File: src/hdl/bssr_pkg.sv
`timescale 1ns / 1ps

package bssr_pkg;

   localparam int DEFAULT_MAX_PATTERN     = 8;
   localparam int DEFAULT_MAX_REPLACEMENT = 8;
   localparam int DEFAULT_QUEUE_DEPTH     = 4;

   // upper bound of both parameters
   localparam int JOB_BYTES  = 8;
   localparam int JOB_IDX_W  = $clog2(JOB_BYTES);
   localparam int CNT_W      = 4;
   localparam int CSR_DATA_W = 64;

   typedef enum logic [1:0] {
      CSR_PATTERN_BYTES      = 2'd0,
      CSR_PATTERN_LENGTH     = 2'd1,
      CSR_REPLACEMENT_BYTES  = 2'd2,
      CSR_REPLACEMENT_LENGTH = 2'd3
   } csr_index_type;

   typedef struct packed {
      logic [7:0] data_byte;
      logic       final_byte;
   } req_item_type;

   typedef struct packed {
      logic [7:0] out_byte;
      logic       byte_valid;
      logic       end_of_output;
   } rsp_item_type;

   // bytes to emit for one input item, oldest in lane 0
   typedef struct packed {
      logic [JOB_BYTES-1:0][7:0] bytes;
      logic [CNT_W-1:0]          count;
      logic                      last;
   } job_type;

endpackage

File: src/hdl/bssr_front.sv
`timescale 1ns / 1ps

module bssr_front #(
   parameter int MAX_PATTERN     = bssr_pkg::DEFAULT_MAX_PATTERN,
   parameter int MAX_REPLACEMENT = bssr_pkg::DEFAULT_MAX_REPLACEMENT
) (
   input  logic                            clock,
   input  logic                            reset,
   input  logic                            req_push,
   input  bssr_pkg::req_item_type          req_item,
   input  logic                            csr_valid,
   input  bssr_pkg::csr_index_type         csr_index,
   input  logic [bssr_pkg::CSR_DATA_W-1:0] csr_data,
   input  logic                            q_full,
   output logic                            q_push,
   output bssr_pkg::job_type               q_job
);
   import bssr_pkg::*;

   localparam int RW = (MAX_REPLACEMENT > 0) ? MAX_REPLACEMENT : 1;

   logic [MAX_PATTERN-1:0][7:0] pattern_ff;
   logic [RW-1:0][7:0]          repl_ff;
   logic [CNT_W-1:0]            plen_raw_ff;
   logic [CNT_W-1:0]            rlen_raw_ff;
   logic [MAX_PATTERN-1:0][7:0] window_ff;
   logic [MAX_PATTERN-1:0][7:0] window_in;
   logic [CNT_W-1:0]            count_ff;
   logic [CNT_W-1:0]            count_in;

   logic [CNT_W-1:0]            plen;
   logic [CNT_W-1:0]            rlen;
   logic [CNT_W-1:0]            slot;
   logic [CNT_W-1:0]            cnt_new;
   logic [MAX_PATTERN-1:0][7:0] win_new;
   logic [MAX_PATTERN-1:0][7:0] win_shift;
   logic                        win_full;
   logic                        hit;
   logic                        fin;
   logic                        accept;

   always_comb begin
      if (plen_raw_ff == '0) begin
         plen = CNT_W'(1);
      end else if (plen_raw_ff > CNT_W'(MAX_PATTERN)) begin
         plen = CNT_W'(MAX_PATTERN);
      end else begin
         plen = plen_raw_ff;
      end
      if (rlen_raw_ff > CNT_W'(MAX_REPLACEMENT)) begin
         rlen = CNT_W'(MAX_REPLACEMENT);
      end else begin
         rlen = rlen_raw_ff;
      end
   end

   assign fin     = req_item.final_byte;
   assign accept  = req_push && !q_full;
   assign slot    = (count_ff >= plen) ? '0 : count_ff;
   assign cnt_new = slot + CNT_W'(1);
   assign win_full = (cnt_new == plen);

   always_comb begin
      hit = win_full;
      for (int i = 0; i < MAX_PATTERN; i++) begin
         win_new[i] = (slot == CNT_W'(i)) ? req_item.data_byte : window_ff[i];
      end
      for (int i = 0; i < MAX_PATTERN; i++) begin
         if (CNT_W'(i) < plen && win_new[i] != pattern_ff[i]) begin
            hit = 1'b0;
         end
      end
      for (int i = 0; i < MAX_PATTERN - 1; i++) begin
         win_shift[i] = win_new[i+1];
      end
      win_shift[MAX_PATTERN-1] = win_new[MAX_PATTERN-1];
   end

   always_comb begin
      q_job       = '0;
      q_job.last  = fin;
      window_in   = win_new;
      count_in    = cnt_new;
      if (hit) begin
         for (int i = 0; i < RW; i++) begin
            q_job.bytes[i] = repl_ff[i];
         end
         q_job.count = rlen;
         count_in    = '0;
      end else begin
         for (int i = 0; i < MAX_PATTERN; i++) begin
            q_job.bytes[i] = win_new[i];
         end
         if (win_full) begin
            q_job.count = fin ? plen : CNT_W'(1);
            window_in   = win_shift;
            count_in    = plen - CNT_W'(1);
         end else begin
            q_job.count = fin ? cnt_new : '0;
         end
      end
      if (fin) begin
         count_in = '0;
      end
   end

   assign q_push = accept && (q_job.count != '0 || fin);

   always_ff @(posedge clock) begin
      if (accept) begin
         window_ff <= window_in;
      end
   end

   always_ff @(posedge clock) begin
      if (reset) begin
         pattern_ff  <= '0;
         repl_ff     <= '0;
         plen_raw_ff <= CNT_W'(1);
         rlen_raw_ff <= '0;
         count_ff    <= '0;
      end else begin
         // a new pattern length discards the pending window
         if (csr_valid && csr_index == CSR_PATTERN_LENGTH) begin
            count_ff <= '0;
         end else if (accept) begin
            count_ff <= count_in;
         end
         if (csr_valid) begin
            case (csr_index)
               CSR_PATTERN_BYTES: begin
                  pattern_ff <= csr_data[MAX_PATTERN*8-1:0];
               end
               CSR_PATTERN_LENGTH: begin
                  plen_raw_ff <= csr_data[CNT_W-1:0];
               end
               CSR_REPLACEMENT_BYTES: begin
                  repl_ff <= csr_data[RW*8-1:0];
               end
               CSR_REPLACEMENT_LENGTH: begin
                  rlen_raw_ff <= csr_data[CNT_W-1:0];
               end
               default: begin
               end
            endcase
         end
      end
   end

endmodule

File: src/hdl/bssr_queue.sv
`timescale 1ns / 1ps

module bssr_queue #(
   parameter int DEPTH = bssr_pkg::DEFAULT_QUEUE_DEPTH
) (
   input  logic              clock,
   input  logic              reset,
   input  logic              push,
   input  bssr_pkg::job_type push_job,
   output logic              full,
   input  logic              pop,
   output bssr_pkg::job_type head_job,
   output logic              empty
);
   import bssr_pkg::*;

   localparam int PTR_W = (DEPTH > 1) ? $clog2(DEPTH) : 1;
   localparam int LVL_W = $clog2(DEPTH + 1);

   job_type            slots_ff [DEPTH];
   logic [PTR_W-1:0]   wr_ptr_ff;
   logic [PTR_W-1:0]   rd_ptr_ff;
   logic [LVL_W-1:0]   level_ff;

   function automatic logic [PTR_W-1:0] next_ptr(input logic [PTR_W-1:0] ptr);
      next_ptr = (ptr == PTR_W'(DEPTH - 1)) ? '0 : ptr + PTR_W'(1);
   endfunction

   assign full     = (level_ff == LVL_W'(DEPTH));
   assign empty    = (level_ff == '0);
   assign head_job = slots_ff[rd_ptr_ff];

   always_ff @(posedge clock) begin
      if (push) begin
         slots_ff[wr_ptr_ff] <= push_job;
      end
   end

   always_ff @(posedge clock) begin
      if (reset) begin
         wr_ptr_ff <= '0;
         rd_ptr_ff <= '0;
         level_ff  <= '0;
      end else begin
         if (push) begin
            wr_ptr_ff <= next_ptr(wr_ptr_ff);
         end
         if (pop) begin
            rd_ptr_ff <= next_ptr(rd_ptr_ff);
         end
         if (push && !pop) begin
            level_ff <= level_ff + LVL_W'(1);
         end else if (pop && !push) begin
            level_ff <= level_ff - LVL_W'(1);
         end
      end
   end

endmodule

File: src/hdl/bssr_back.sv
`timescale 1ns / 1ps

module bssr_back (
   input  logic                   clock,
   input  logic                   reset,
   input  bssr_pkg::job_type      q_job,
   input  logic                   q_empty,
   output logic                   q_pop,
   output logic                   rsp_empty,
   input  logic                   rsp_pop,
   output bssr_pkg::rsp_item_type rsp_item
);
   import bssr_pkg::*;

   logic [JOB_IDX_W-1:0] idx_ff;
   logic [JOB_IDX_W-1:0] idx_in;
   logic                 rsp_valid_ff;
   logic                 rsp_valid_in;
   rsp_item_type         rsp_item_ff;
   rsp_item_type         rsp_item_in;
   logic                 load;
   logic                 take;
   logic                 bare;
   logic                 last_byte;

   assign load      = !rsp_valid_ff || rsp_pop;
   assign take      = load && !q_empty;
   assign bare      = (q_job.count == '0);
   assign last_byte = (CNT_W'(idx_ff) + CNT_W'(1) == q_job.count);
   assign q_pop     = take && (bare || last_byte);

   always_comb begin
      rsp_valid_in = load ? !q_empty : rsp_valid_ff;
      idx_in       = idx_ff;
      if (take) begin
         idx_in = q_pop ? '0 : idx_ff + JOB_IDX_W'(1);
      end
      if (bare) begin
         rsp_item_in.out_byte      = '0;
         rsp_item_in.byte_valid    = 1'b0;
         rsp_item_in.end_of_output = 1'b1;
      end else begin
         rsp_item_in.out_byte      = q_job.bytes[idx_ff];
         rsp_item_in.byte_valid    = 1'b1;
         rsp_item_in.end_of_output = q_job.last && last_byte;
      end
   end

   always_ff @(posedge clock) begin
      if (take) begin
         rsp_item_ff <= rsp_item_in;
      end
   end

   always_ff @(posedge clock) begin
      if (reset) begin
         rsp_valid_ff <= 1'b0;
         idx_ff       <= '0;
      end else begin
         rsp_valid_ff <= rsp_valid_in;
         idx_ff       <= idx_in;
      end
   end

   assign rsp_empty = !rsp_valid_ff;
   assign rsp_item  = rsp_item_ff;

endmodule

File: src/hdl/byte_stream_search_replace.sv
`timescale 1ns / 1ps
// Byte stream search and replace.
// Input queue port: req_push / req_full with req_item (data_byte, final_byte).
// Result queue port: rsp_empty / rsp_pop with rsp_item (out_byte, byte_valid,
// end_of_output). Settings port: csr_valid / csr_ready (always ready),
// csr_index, csr_data; write settings only while no stream is in flight.
// The front holds the pattern window and compares it in the cycle a byte is
// taken, producing a list of up to eight bytes per item; a queue of
// QUEUE_DEPTH lists decouples it from the back, which emits one byte a cycle
// into a single output register while rsp_pop keeps up.
// A result passes through a queue slot and then the output register before
// it shows on rsp_item. The front takes one item a cycle while the queue is
// not full, which lasts while items produce at most one byte each; the back
// emits an item's bytes one at a time; req_full rises once the queue is full.
// A stalled rsp_pop holds the result and fills the queue, then raises
// req_full. Reset empties the queue and the window and restores the default
// settings (pattern length 1, empty replacement).
module byte_stream_search_replace #(
   parameter int MAX_PATTERN     = bssr_pkg::DEFAULT_MAX_PATTERN,
   parameter int MAX_REPLACEMENT = bssr_pkg::DEFAULT_MAX_REPLACEMENT,
   parameter int QUEUE_DEPTH     = bssr_pkg::DEFAULT_QUEUE_DEPTH
) (
   input  logic                            clock,
   input  logic                            reset,
   input  logic                            req_push,
   output logic                            req_full,
   input  bssr_pkg::req_item_type          req_item,
   output logic                            rsp_empty,
   input  logic                            rsp_pop,
   output bssr_pkg::rsp_item_type          rsp_item,
   input  logic                            csr_valid,
   output logic                            csr_ready,
   input  bssr_pkg::csr_index_type         csr_index,
   input  logic [bssr_pkg::CSR_DATA_W-1:0] csr_data
);
   import bssr_pkg::*;

   logic    q_push;
   logic    q_full;
   logic    q_pop;
   logic    q_empty;
   job_type q_push_job;
   job_type q_head_job;

   assign csr_ready = 1'b1;
   assign req_full  = q_full;

   bssr_front #(
      .MAX_PATTERN     (MAX_PATTERN),
      .MAX_REPLACEMENT (MAX_REPLACEMENT)
   ) u_front (
      .clock     (clock),
      .reset     (reset),
      .req_push  (req_push),
      .req_item  (req_item),
      .csr_valid (csr_valid),
      .csr_index (csr_index),
      .csr_data  (csr_data),
      .q_full    (q_full),
      .q_push    (q_push),
      .q_job     (q_push_job)
   );

   bssr_queue #(
      .DEPTH (QUEUE_DEPTH)
   ) u_queue (
      .clock    (clock),
      .reset    (reset),
      .push     (q_push),
      .push_job (q_push_job),
      .full     (q_full),
      .pop      (q_pop),
      .head_job (q_head_job),
      .empty    (q_empty)
   );

   bssr_back u_back (
      .clock     (clock),
      .reset     (reset),
      .q_job     (q_head_job),
      .q_empty   (q_empty),
      .q_pop     (q_pop),
      .rsp_empty (rsp_empty),
      .rsp_pop   (rsp_pop),
      .rsp_item  (rsp_item)
   );

endmodule

File: config.mk
export PLATFORM = sky130hd
export DESIGN_NAME = byte_stream_search_replace
export DESIGN_NICKNAME = d
export VERILOG_FILES = /design/src/hdl/bssr_pkg.sv /design/src/hdl/bssr_front.sv /design/src/hdl/bssr_queue.sv /design/src/hdl/bssr_back.sv /design/src/hdl/byte_stream_search_replace.sv
export SDC_FILE = /design/constraint.sdc
export NUM_CORES = 1
export LEC_CHECK = 0
export ABC_AREA = 1
export BUFFER_PORTS_ARGS = -buffer_cell sky130_fd_sc_hd__clkbuf_2
export CORE_MARGIN = 1
export CORE_UTILIZATION = 46
export DETAILED_ROUTE_END_ITERATION = 16
export PLACE_DENSITY = 0.62
export SLEW_MARGIN = 10
export SYNTH_ARGS = -nofsm -noshare
export SYNTH_HDL_FRONTEND = slang
export SYNTH_SLANG_ARGS = --single-unit
File: constraint.sdc
create_clock -name clock -period 7.9 [get_ports clock]
set_clock_uncertainty 0.15 [all_clocks]
set_input_delay 1.185 -clock clock [delete_from_list [all_inputs] [get_ports clock]]
set_output_delay 1.185 -clock clock [all_outputs]
set_load 0.01 [all_outputs]
Yosys cells after proc, flatten, opt, wreduce, memory -nomap -nowiden --
Memories as Yosys holds them, arrays and structs flattened. A register that Yosys moved wholly into a read port is not among the register bits. Cells that the tools add are included.
Storage, ports and cells: register bits after elaboration 225, memory bits (writable) 276, input bits 80, output and inout bits 13, word-level logic and storage cells 156, memories 1
Operators by class: add/subtract/negate cells 8, $lt $le $gt $ge 12, equality and inequality tests 23, muxes and demuxes 41, reduce and logical (&&, ||, !) cells 36
Memories:
- u_queue.slots_ff | depth 4, width 69, rd ports 1, clocked after Yosys merged registers in 1, wr ports 1, line bssr_queue.sv:20 | job_type slots_ff [DEPTH];
Operator list (count):
- $mux 56 | 2
- $mux 8 | 9
- $mux 68 | 1
- $ne 8x8->1 | 8
- $mux 4 | 10
- $bmux 8 s3 | 1
- $eq 4x3->1 const B | 4
- $logic_and 1x1->1 | 16
- $lt 3x4->1 const A | 4
- $logic_not 4->1 | 3
- $mux 1 | 10
- $mux 2 | 5
- $mux 3 | 3
- $eq 2x2->1 const B | 4
- $eq 4x2->1 const B | 2
- $eq 4x4->1 | 2
- $gt 4x4->1 const B | 2
- $lt 1x4->1 const A | 2
- $lt 2x4->1 const A | 2
- $reduce_and 2->1 | 4
- $add 3x1->3 const B | 2
- $logic_not 1->1 | 5
- $add 2x1->2 const B | 2
- $add 3x1->4 const B | 1
- 14 further kinds | 16

Longest topological paths before layout --
depth after elaboration 25, gate-level depth with buffers 43, mapped depth without buffers 41

Cells and area by module --
A second synthesis with hierarchy kept.
Unflattened totals: cells, all modules 2531, area, all modules 23197.2 um^2
Modules (own cells, without submodules):
- bssr_front | instances 1, cells an instance 1616, area each 11200.7 um^2, seq. area each 4724.5 um^2
- bssr_queue | instances 1, cells an instance 726, area each 10695.3 um^2, seq. area each 8468.1 um^2
- bssr_back | instances 1, cells an instance 187, area each 1290.0 um^2, seq. area each 380.4 um^2
- byte_stream_search_replace | instances 1, cells an instance 2, area each 11.3 um^2, seq. area each 0.0 um^2

Worst setup path before layout --
OpenSTA, ideal clock, no wires.
kind register to register, start reg u_front.plen_raw_ff[1], end mem u_queue.slots_ff[0][0] (netlist name) (enable), library setup time 0.497 ns, data arrival time 6.509 ns, slack 0.745 ns, stages on the path, launching flop included 35, buffers on the path 2, clock period less this slack 7.155 ns, cells stage by stage dfxtp_1 > inv_1 > nor2_1 > inv_1 > ha_1 > nand2_1 > inv_1 > nand2_2 > nand3_1 > inv_1 > nand2_1 > inv_1 > ha_1 > clkbuf_1 > inv_1 > nor3_1 > nand2_1 > nand2_1 > nand2_1 > nand2_1 > nand2_1 > nor2_1 > nand2_1 > nand2_1 > nand2_1 > inv_1 > nand2_1 > nand2_2 > nand2_2 > buf_6 > o21bai_1 > nor2_1 > nand2_1 > nand2_2 > nor2_1
On the way: longest elaborated chain between the ends 23, elaborated cells between the ends (all ways) 65, classes of those cells add/sub (1); order compare (10); eq/ne (16); mux (25); reduce/logical (13)
RTL lines:
- from (decl) | line bssr_front.sv:24 | logic [CNT_W-1:0] plen_raw_ff;
- from (signal assigned) | line bssr_front.sv:135 | plen_raw_ff <= csr_data[CNT_W-1:0];
- $gt 4x4->1 | line bssr_front.sv:45 | end else if (plen_raw_ff > CNT_W'(MAX_PATTERN)) begin
- $mux 4 | line bssr_front.sv:45
- $mux 4 (*) | line bssr_front.sv:43 | if (plen_raw_ff == '0) begin
- branches (longest 14 deep; another with $ge 4x4->1)
- $mux 68 (*) | line bssr_front.sv:84 | if (hit) begin
- $reduce_bool 4->1 (*) | line bssr_front.sv:107 | assign q_push = accept && (q_job.count != '0 || fin);
- $logic_or 1x1->1 (*) | line bssr_front.sv:107
- $logic_and 1x1->1 (*) | line bssr_front.sv:107
- $mux 1 (*) | line bssr_queue.sv:34 | if (push) begin
- $mux 1 (not written as such) (*) | line bssr_queue.sv:35 | slots_ff[wr_ptr_ff] <= push_job;
- to (decl) | line bssr_queue.sv:20
Mark *: on every way between the ends.

Final worst setup path --
start reg u_front.plen_raw_ff[3], end mem u_queue.slots_ff[0][16] (netlist name) (enable)
Same word-level chain as after synthesis.

==> metrics.txt <==
status finished clean; #FFs+latches synth 503; cts bufs inserted 53; WP data arrival 6.49 ns; Max VDD drop 173 uV; Clock transition at path regs 0.06 ns; P&R area growth vs syn 12.3%; FFs w/ async S/R, synth 0%; Netlist cell types 43; CP most frequent cell nand2_1; GR Util All Layers 26.3%; IO Pins 93; initial antenna violation count 1; DR WL/cell 20.5 um; drt pass-1 iters 6; CTS tree done; gpl congestion 0.912; post_cts resized 0; reg2reg start u_front.plen_raw_ff[3]; # nets final 2,613; final hold vios 0; Fillers 4,386; placed wire-length estimate 43.4 mm; Die Footprint 0.0500 mm2; Remaining Overflow, GRT 0; crit path launch type register; Yosys top cell area share 46.5%; buffer depth of the longest clock path 3; hold_sp u_front.rlen_raw_ff[2]; Slew headroom 18.4%; synth top area cells edfxtp_1 (46%), dfxtp_1 (14%), o21ai_0 (8.8%), nand2_1 (8.3%), nor2_1 (6.1%); Detailed Route WL 66.0 mm; htree depth 2; placed standard-cell area 0.0236 mm2; first-pass GRT wire length 99.3 mm; CTS root buf clkbuf_16; Fin Setup TNS 0 ns; max-cap viol count 0; fin cells 3,216; worst-margin pin slew 1.21 ns; Avg Cell Area, Syn 9.13 um2; worst-case reg-to-reg path depth 30; fin. max-slew vios 0; largest net degree at the start of global routing 113; clk sinks 503; Max Fanout on Critical Path 51; Routed Antenna Nets 0; Main synth FF type edfxtp_1; Buffers on Ports 91; count leader, synth nand2_1; min Tclk post-route 6.37 ns; part of the Yosys area used for sequential elements 60.0%; CP required 8.02 ns; RSZ-0062 raised after global routing false; Largest delay share family, worst path simple AND/OR/NAND/NOR gates; Final period util 80.6%; final instance area 0.0254 mm2; FF-to-FF End u_queue.slots_ff[0][16]; Via density 5.56; synth warn 0; max incr delay on CP 0.69 ns; Die Height 224 um; CP bufs+invs 6; Mapped Cells 2,476; Setup WS post-layout 1.53 ns; fin util 52.8%; Min-Delay Endpoint u_front.rlen_raw_ff[2]; Net Count, Synth 2,576; setup bufs post-CTS 0; Yosys top cell by area edfxtp_1; CP max-delay cell ha_1; area of the core 0.0481 mm2; critical path type reg2reg; flop2flop setup slack 1.53 ns; Setup Viol. Count Final 0; Die Width 224 um; Clock Latency Late Sink 0.61 ns; placement row count 80; Initial Util 47.0%; worst min path class reg2reg; Detailed Route Iter0 Violations 1,873; Residual DRC 0; Crit. End Element register; DP Worst Slack 1.57 ns; share of cells above drive strength 1 9.58%; vias in the first global route 16,400; hold_buf cts 0; Hold Path Depth 2; Placed Cells 3,114; P_leak 9.93 nW; WP depth 30; FMAX 157 MHz; via count 17,900; synth cell count leaders nand2_1 (500), o21ai_0 (397), nor2_1 (365), edfxtp_1 (350), inv_1 (175); number of flops mapped to enable cells by yosys 350; Synth Cell Area 0.0226 mm2; Pwr per Cell Area 334 mW/mm2
[power by group]
group          internal (W)  total [W]  switching [W]
registers           0.00347    0.00363       0.000155
clock network       0.00145    0.00252        0.00107
logic              0.000639    0.00234        0.00171
[cell type report]
type,instances,area (um2),area share (%)
well taps,656,821,3.23
inverters,187,707,2.78
flip-flops and latches,503,13600,53.5
multi-input cells,1650,7820,30.8
diodes,2,5.00,0.0197
clock buffers,69,1440,5.66
clock inverters,31,310,1.22
repair buffers,118,721,2.84
[flip-flops by register name (all words and copies together) (netlist names), named ones only]
signal	cells
u_back.rsp_valid_ff	1
u_front.window_ff	64
u_front.repl_ff	64
u_back.idx_ff	3
u_queue.level_ff	3
u_queue.slots_ff	276
u_queue.rd_ptr_ff	2
u_front.plen_raw_ff	4
u_back.rsp_item	10
u_front.pattern_ff	64
u_front.count_ff	4
u_queue.wr_ptr_ff	2
u_front.rlen_raw_ff	4
[through the flow]
stage          total power [W]  hold slack (ns)
5_1_grt                0.00888            0.325
3_5_place_dp           0.00599            0.293
2_1_floorplan          0.00511            0.273
3_3_place_gp           0.00594            0.293
4_1_cts                0.00849            0.306
6_report               0.00849            0.314
[cells in the final DEF (no fill, tap or decap), drive strengths merged, types with 3 or more instances in the layout]
| master | count |
|---|---|
| nand4 | 6 |
| ha | 19 |
| xnor2 | 3 |
| nand3 | 117 |
| nor2 | 368 |
| edfxtp | 350 |
| a41oi | 8 |
| o21ai | 421 |
| nand3b | 14 |
| dfxtp | 153 |
| a21oi | 78 |
| buf | 27 |
| nand2 | 509 |
| inv | 182 |
| clkinv | 26 |
| clkinvlp | 5 |
| a31oi | 3 |
| xor2 | 12 |
| o211ai | 7 |
| a32o | 5 |
| nor3 | 7 |
| bufinv | 5 |
| o22ai | 39 |
| clkbuf | 160 |
| o221ai | 25 |
[kinds of logic (layout without fill, tap and decap cells)]
kind of cell,Yosys count,after routing,synth area share [%]
other,1,3,0.0166
AND/OR/NAND/NOR,1022,1022,18.2
AO/OA/AOI/OAI,592,592,14.4
flip-flops,503,503,60.0
buffers and inverters,323,405,5.64
XOR/XNOR,15,15,0.581
adder cells (fa/ha/maj),20,20,1.14
[worst min-delay path: cells and delay by family, from the launching register on]
kind            cells  cell delay [ns]
compound gates      1             0.06
buf+inv             1             0.06
flops               1             0.30
[worst max path at each step]
stage	startpoint	to	slack, ns
2_1_floorplan	u_front.plen_raw_ff[1]	u_queue.slots_ff[0][0]	0.74
3_3_place_gp	u_front.plen_raw_ff[3]	u_queue.slots_ff[0][35]	1.71
3_5_place_dp	u_front.plen_raw_ff[3]	u_queue.slots_ff[0][27]	1.57
4_1_cts	u_front.plen_raw_ff[3]	u_queue.slots_ff[0][24]	1.57
5_1_grt	u_front.plen_raw_ff[3]	u_queue.slots_ff[0][16]	0.99
6_report	u_front.plen_raw_ff[3]	u_queue.slots_ff[0][16]	1.53
[layer usage]
| layer | global-route usage, % | routed length (um) | up-vias |
|---|---|---|---|
| li1 | - | - | 8518 |
| met1 | 37.3 | 28700 | 8566 |
| met2 | 40.2 | 29400 | 695 |
| met3 | 4.77 | 5540 | 110 |
| met4 | 10.1 | 2420 | 0 |
| met5 | 0 | 0 | - |
Note: power is estimated with default switching activity, not from simulation.
